[src/sv/vpr_pkg.sv]
// Package for the viewport pixel-to-ray core: widths, register codes and
// configuration bundle types. No dependencies.
`default_nettype none
package vpr_pkg;

   localparam int DEFAULT_COORD_BITS = 12;
   localparam int CSR_DATA_BITS      = 32;
   localparam int CSR_INDEX_BITS     = 3;
   localparam int INTR_BITS          = 32;   // Q4.28 intrinsics
   localparam int TRIG_BITS          = 18;   // Q1.16 cosines and sines
   localparam int SLOPE_BITS         = 24;   // Q.16 ray slope
   localparam int RAD_BITS           = 48;   // squared length, units 2^-32
   localparam int ROOT_BITS          = 24;   // Q.16 length
   localparam int QUOT_BITS          = 17;   // unsigned unit component
   localparam int NUM_BITS           = 40;   // dividend width
   localparam int COMP_BITS          = 18;   // signed unit component
   localparam int COEF_BITS          = 36;   // Q.32 matrix entry
   localparam int ACC_BITS           = 64;
   localparam int DIR_BITS           = 16;
   localparam int DIR_MAX            = 16384;

   typedef enum logic [CSR_INDEX_BITS-1:0] {
      REG_INV_SCALE_X = 3'd0,
      REG_OFFSET_X    = 3'd1,
      REG_INV_SCALE_Y = 3'd2,
      REG_OFFSET_Y    = 3'd3,
      REG_COS_YAW     = 3'd4,
      REG_SIN_YAW     = 3'd5,
      REG_COS_PITCH   = 3'd6,
      REG_SIN_PITCH   = 3'd7
   } csr_index_type;

   typedef struct packed {
      logic signed [INTR_BITS-1:0] inv_scale_x;
      logic signed [INTR_BITS-1:0] offset_x;
      logic signed [INTR_BITS-1:0] inv_scale_y;
      logic signed [INTR_BITS-1:0] offset_y;
   } intr_cfg_type;

   typedef struct packed {
      logic signed [TRIG_BITS-1:0] cos_yaw;
      logic signed [TRIG_BITS-1:0] sin_yaw;
      logic signed [TRIG_BITS-1:0] cos_pitch;
      logic signed [TRIG_BITS-1:0] sin_pitch;
   } rot_cfg_type;

endpackage
`default_nettype wire

[src/sv/vpr_sqrt.sv]
// Square root pipeline: one root bit per stage, digit by digit, with the
// slopes carried alongside. Depends on vpr_pkg.
`default_nettype none
module vpr_sqrt import vpr_pkg::*; (
   input  wire logic                          clock,
   input  wire logic                          reset,
   input  wire logic                          en,
   input  wire logic                          in_valid,
   input  wire logic signed [SLOPE_BITS-1:0]  x2,
   input  wire logic signed [SLOPE_BITS-1:0]  y2,
   input  wire logic [RAD_BITS-1:0]           rad,
   output logic                               out_valid,
   output logic signed [SLOPE_BITS-1:0]       x2_out,
   output logic signed [SLOPE_BITS-1:0]       y2_out,
   output logic [ROOT_BITS-1:0]               root
);
   localparam int REM_BITS = ROOT_BITS + 2;

   logic                          valid_ff [0:ROOT_BITS];
   logic [REM_BITS-1:0]           rem_ff   [0:ROOT_BITS];
   logic [ROOT_BITS-1:0]          root_ff  [0:ROOT_BITS];
   logic [RAD_BITS-1:0]           rad_ff   [0:ROOT_BITS];
   logic signed [SLOPE_BITS-1:0]  x_ff     [0:ROOT_BITS];
   logic signed [SLOPE_BITS-1:0]  y_ff     [0:ROOT_BITS];

   // stage zero is the unregistered entry
   assign valid_ff[0] = in_valid;
   assign rem_ff[0]   = '0;
   assign root_ff[0]  = '0;
   assign rad_ff[0]   = rad;
   assign x_ff[0]     = x2;
   assign y_ff[0]     = y2;

   for (genvar k = 0; k < ROOT_BITS; k++) begin : g_stage
      logic [REM_BITS-1:0]  rem_t, trial, rem_in;
      logic [ROOT_BITS-1:0] root_in;

      // bring down two bits and try the next root bit
      always_comb begin
         rem_t = {rem_ff[k][REM_BITS-3:0], rad_ff[k][RAD_BITS-1 -: 2]};
         trial = {root_ff[k], 2'b01};
         if (rem_t >= trial) begin
            rem_in  = rem_t - trial;
            root_in = {root_ff[k][ROOT_BITS-2:0], 1'b1};
         end else begin
            rem_in  = rem_t;
            root_in = {root_ff[k][ROOT_BITS-2:0], 1'b0};
         end
      end

      always_ff @(posedge clock) begin
         if (reset) begin
            valid_ff[k+1] <= 1'b0;
         end else if (en) begin
            valid_ff[k+1] <= valid_ff[k];
         end
      end

      always_ff @(posedge clock) begin
         if (en) begin
            rem_ff[k+1]  <= rem_in;
            root_ff[k+1] <= root_in;
            rad_ff[k+1]  <= rad_ff[k] << 2;
            x_ff[k+1]    <= x_ff[k];
            y_ff[k+1]    <= y_ff[k];
         end
      end
   end

   assign out_valid = valid_ff[ROOT_BITS];
   assign root      = root_ff[ROOT_BITS];
   assign x2_out    = x_ff[ROOT_BITS];
   assign y2_out    = y_ff[ROOT_BITS];

   // the length never drops below one
   assert property (@(posedge clock) disable iff (reset)
      out_valid |-> root[ROOT_BITS-1:16] != '0)
      else $error("ray length below one");
endmodule
`default_nettype wire

[config.mk]
export PLATFORM = sky130hd
export DESIGN_NAME = vpr_sqrt
export DESIGN_NICKNAME = d
export VERILOG_FILES = /design/src/sv/vpr_pkg.sv /design/src/sv/vpr_sqrt.sv
export SDC_FILE = /design/constraint.sdc
export NUM_CORES = 2
export LEC_CHECK = 0
export BUFFER_PORTS_ARGS = -buffer_cell sky130_fd_sc_hd__buf_2
export CORE_MARGIN = 3
export CORE_UTILIZATION = 55
export DETAILED_ROUTE_END_ITERATION = 10
export PLACE_DENSITY = 0.77
export SLEW_MARGIN = 20
export SYNTH_ARGS = -nofsm -noshare
export SYNTH_HDL_FRONTEND = slang
export SYNTH_SLANG_ARGS = --single-unit
[constraint.sdc]
create_clock -name clock -period 4.6 [get_ports clock]
set_clock_uncertainty 0.15 [all_clocks]
set_input_delay 0.92 -clock clock [delete_from_list [all_inputs] [get_ports clock]]
set_output_delay 0.92 -clock clock [all_outputs]
set_load 0.01 [all_outputs]
======== Word-level counts from Yosys, hierarchy flattened ========
Cells that the tools add are included.
word-level totals
  register bits after elaboration ......... 2559
  word-level logic and storage cells ...... 237
  input port bits ......................... 100
  output and inout port bits .............. 73
operators by class
  add/subtract/negate cells ............... 23
  mux-type cells .......................... 47
  order comparisons ....................... 24
operators by type and width
  cell              number
  $mux W24          22
  $ge A26 B10 Y1    1
  $ge A26 B11 Y1    1
  $ge A26 B12 Y1    1
  $ge A26 B13 Y1    1
  $ge A26 B14 Y1    1
  $ge A26 B15 Y1    1
  $ge A26 B16 Y1    1
  $ge A26 B17 Y1    1
  $ge A26 B18 Y1    1
  $ge A26 B19 Y1    1
  $ge A26 B20 Y1    1
  $ge A26 B21 Y1    1
  $ge A26 B22 Y1    1
  $ge A26 B23 Y1    1
  $ge A26 B24 Y1    1
  $ge A26 B25 Y1    1
  $ge A26 B3 Y1     1
  $ge A26 B4 Y1     1
  $ge A26 B5 Y1     1
  $ge A26 B6 Y1     1
  $ge A26 B7 Y1     1
  $ge A26 B8 Y1     1
  $ge A26 B9 Y1     1
  26 further kinds  49

======== Depth between registers and ports, before layout ========
  depth in word-level cells ............... 2
  mapped depth ............................ 13
  gate-level depth less buffers ........... 12

======== Least setup slack after synthesis ========
OpenSTA, ideal clock, no wires.
  path kind ............................... reg-to-reg
  start ................................... register rem_ff (netlist bit g_stage[18].rem_t[9])
  end ..................................... register rem_ff (netlist bit g_stage[19].rem_t[18]) (data pin)
  data required time ...................... 4.190 ns
  path slack .............................. 1.332 ns
  path buffers ............................ 0
  library setup time ...................... 0.260 ns
  clock period less this slack ............ 3.268 ns
  cell stages (with the launch flop) ...... 10
  data arrival time ....................... 2.858 ns
  path through ............................ edfxtp_1 ha_1 and3_1 and4_1 a2111o_1 a41o_1 a31o_2 a211oi_4 inv_1 mux2_2
on the way
  word-level cells in the longest chain between the ends .. 2
  elaborated cells on any way between the ends .. 3
  classes of those cells .................. add/sub (1); order compare (1); mux (1)
ends and longest elaborated chain
  what                                                       RTL line                        source
  start: declaration                                         vpr_sqrt.sv:20                  logic [REM_BITS-1:0] rem_ff [0:ROOT_BITS];
  start signal: indexed assignment                           vpr_sqrt.sv:61                  rem_ff[k+1] <= rem_in;
  $sub A24 B20 Y24 / $ge A26 B20 Y1 (equally long branches)  vpr_sqrt.sv:43, vpr_sqrt.sv:42
  $mux W24 *                                                 vpr_sqrt.sv:42                  if (rem_t >= trial) begin
  via g_stage[18].rem_in[16]                                 vpr_sqrt.sv:35                  logic [REM_BITS-1:0] rem_t, trial, rem_in;
Mark *: on every way through the listed nets, which the timed path passes. The rest lies on a longest branch.
A chain may end at the register's enable or synchronous reset.

======== Final worst setup path ========
  start ................................... register rem_ff (netlist bit g_stage[19].rem_t[3])
  end ..................................... register rem_ff (netlist bit g_stage[20].rem_t[25]) (data pin)
on the way
  word-level cells in the longest chain between the ends .. 2
  elaborated cells on any way between the ends .. 3
  classes of those cells .................. add/sub (1); order compare (1); mux (1)
ends and longest elaborated chain
  what                                                       RTL line
  $sub A24 B21 Y24 / $ge A26 B21 Y1 (equally long branches)  vpr_sqrt.sv:43, vpr_sqrt.sv:42
  $mux W24 *                                                 vpr_sqrt.sv:42
  via g_stage[19].rem_in[23]                                 vpr_sqrt.sv:35
Marks and branches as above.

==> results.md <==
* Status: complete, no violations
* GR peak layer: met2
* Fill count at 12,310
* Core Rows at 154
* Total number of vias at 48,399
* Ports at 173
* Crit path launch: g_stage[19].rem_t[3]$_DFFE_PP_
* Share of the synthesized area in the top cell type at 76.52%
* WP data arrival at 4.24 ns
* Clock Path Buffers at 3
* Die Wd at 429.4 um
* Top cell type by total area after synthesis: edfxtp_1
* 1st-pass router iterations at 6
* Syn Nets at 6,437
* Fin util at 62.84%
* Crit Path Category: register to register
* Setup TNS Final at 0 ns
* Lkg Pwr at 41.20 nW
* # resized after CTS at 0
* # placed instances at 8,483
* Final critical-path required period at 3.822 ns
* Main flop type after synthesis: edfxtp_1
* Startpoint types: register
* Critical Path Sink Type: register
* CTS Buf Count at 240
* Hold Crit Start: x2[8]
* Number of synthesized flops with an enable pin at 2,512
* Clk_lat worst skew at 0.86 ns
* Max-cap viol count at 0
* Max frequency at 0.2617 GHz
* Vias per inst at 5.388
* Commonest non-fill, non-tap cells in the layout: edfxtp_1 (2,512), inv_1 (388), ha_1 (323)
* Global-route wire length before repair at 248.4 mm
* #FFs+latches synth at 2,536
* Clock Sinks at 2,536
* Initial drt markers at 3,151
* Synth warn at 0
* H-tree levels at 4
* Grt ovf at 0
* Die ar. at 184,400 um2
* Routed len/inst at 17.15 um
* Core area at 177,100 um2
* Hold Path Class: input port to register
* Met2 usage at 29.58%
* Top cells by area, synth: edfxtp_1 (77%), ha_1 (4.1%), xnor2_1 (1.8%)
* Port bufs at 172
* WL final at 154.1 mm
* Worst Path Required at 5.02 ns
* Ys async rst share at 0%
* RSZ-0062 raised after global routing: false
* Final #Nets at 6,862
* Fin cells at 8,983
* Vias in the first global route at 49,023
* Worst relative slew slack at 33.94%
* Sequential area share after synthesis at 77.01%
* Library cells used by synthesis at 87
* Setup violators final at 0
* Max FO, Critical Path at 4
* Ratio of cells with drive above 1 in the final layout at 10.96%
* CTS clk-pin slew, worst paths at 0.06 ns
* Worst reg2reg path startpoint: g_stage[19].rem_t[3]$_DFFE_PP_
* CTS tree: done
* Commonest non-fill, non-tap cell in the layout: edfxtp_1
* Syn Inst Count at 6,014
* GR Util met3 at 2.825%
* PD cells at 501.8 nW/um2
* DRT antenna net count at 0
* Initial Utilization at 55.67%
* Final hold vios at 0
* Least-Margin Pin Slew at 0.9785 ns
* Final count of pins violating max slew at 0
* Cell Area, Placed at 102,700 um2
* GRT Total Usage at 16.66%
* Mapped cell area at 98,580 um2
* Die height at 429.4 um
* Residual DRC at 0
* Routing usage on met1 at 20.17%
* Syn Area/Cell at 16.39 um2
* Dpl hpwl at 99.08 mm
* P&R area growth vs syn at 12.88%
* Largest net degree at the start of global routing at 165
* VDD IR max at 0.3719 mV
* Final Instance Area at 111,300 um2
* Final GP Congestion at 0.9773
* Initial antenna violation count at 2
* Reg2Reg Setup Slack at 0.78 ns
* Root Driver: clkbuf_16
* Period utilization at 83.08%
[Yosys cell counts (62+ instances only)]
library cell	count
o21a_1	70
o21ai_0	246
mux2_2	62
xnor2_1	203
nor2_1	316
edfxtp_1	2512
a21oi_1	285
inv_1	388
nand2b_1	64
ha_1	323
nand3_1	67
xor2_1	199
nand2_1	287
a21o_1	107
nor3_1	100
[cell type report]
type	instances	area (um2)	share of cell area [%]
Clock buffer	280	6198	5.570
Sequential cell	2536	75910	68.22
Timing Repair Buffer	305	2360	2.121
Tap cell	2340	2928	2.631
Inverter	391	1468	1.319
Multi-Input combinational cell	2965	20570	18.49
Clock inverter	165	1838	1.652
Antenna cell	1	2.502	0.002249
[per-layer routing]
metal  share of wire [%]  routed length [um]
met1                  41               62700
met5              0.0071                  11
met4                 3.6                5614
met3                 4.2                6446
met2                  51               79290
[critical path, stage by stage (launching register included)]
cell	delay [ns]
edfxtp_1	0.39
ha_1	0.25
or3_1	0.37
o2bb2ai_1	0.31
o311ai_1	0.18
o41ai_1	0.71
o21ai_0	0.31
a21o_1	0.26
a2111oi_0	0.50
xor2_1	0.12
[registers in the layout, indices dropped and copies added, names as in the netlist]
signal         flops
rad_ff           506
y2_out            24
g_stage.rem_t    554
x2_out            24
out_valid          1
root              24
g_stage.trial    276
x_ff             552
y_ff             552
valid_ff          23
[per-stage QoR]
| step | worst slack (ns) | total power [W] | hold slack (ns) |
|---|---|---|---|
| after global routing | 0.5372 | 0.05841 | 0.02870 |
| after floorplan | 1.332 | 0.03423 | 0.2503 |
| after detailed placement | 0.8548 | 0.03645 | 0.2545 |
| final | 0.7785 | 0.05584 | 0.1077 |
| after CTS | 0.8293 | 0.05648 | 0.0003508 |
| after global placement | 0.7778 | 0.03616 | 0.2501 |
[kinds of logic after synthesis]
| group | share of synthesized area [%] |
|---|---|
| flip-flops | 77.01 |
| AO/OA/AOI/OAI | 6.195 |
| buffers and inverters | 2.149 |
| AND/OR/NAND/NOR | 5.892 |
| other | 0.003804 |
| adder cells (fa/ha/maj) | 4.100 |
| XOR/XNOR | 3.572 |
| multiplexers | 1.084 |
[power breakdown]
group	total (W)	switching, W	leakage [nW]	internal [W]
Combinational	0.00695	0.00397	12.8	0.00298
Sequential	0.0291	0.00101	24.5	0.0281
Clock	0.0198	0.00822	3.92	0.0115
Total	0.0558	0.0132	41.2	0.0426
[what timing repair did]
| item | in CTS | in global routing |
|---|---|---|
| hold buffers | 54 | 0 |
| setup buffers | 0 | 0 |
| hold endpoints to repair | 54 | 0 |
[final timing paths]
path | to | depth (start not counted)
min | x_ff[560]$_DFFE_PP_ | 1
min reg2reg | y_ff[420]$_DFFE_PP_ | 0
max reg2reg | g_stage[20].rem_t[25]$_DFFE_PP_ | 9
max | g_stage[20].rem_t[25]$_DFFE_PP_ | 9
(Power assumes the default switching activity.)
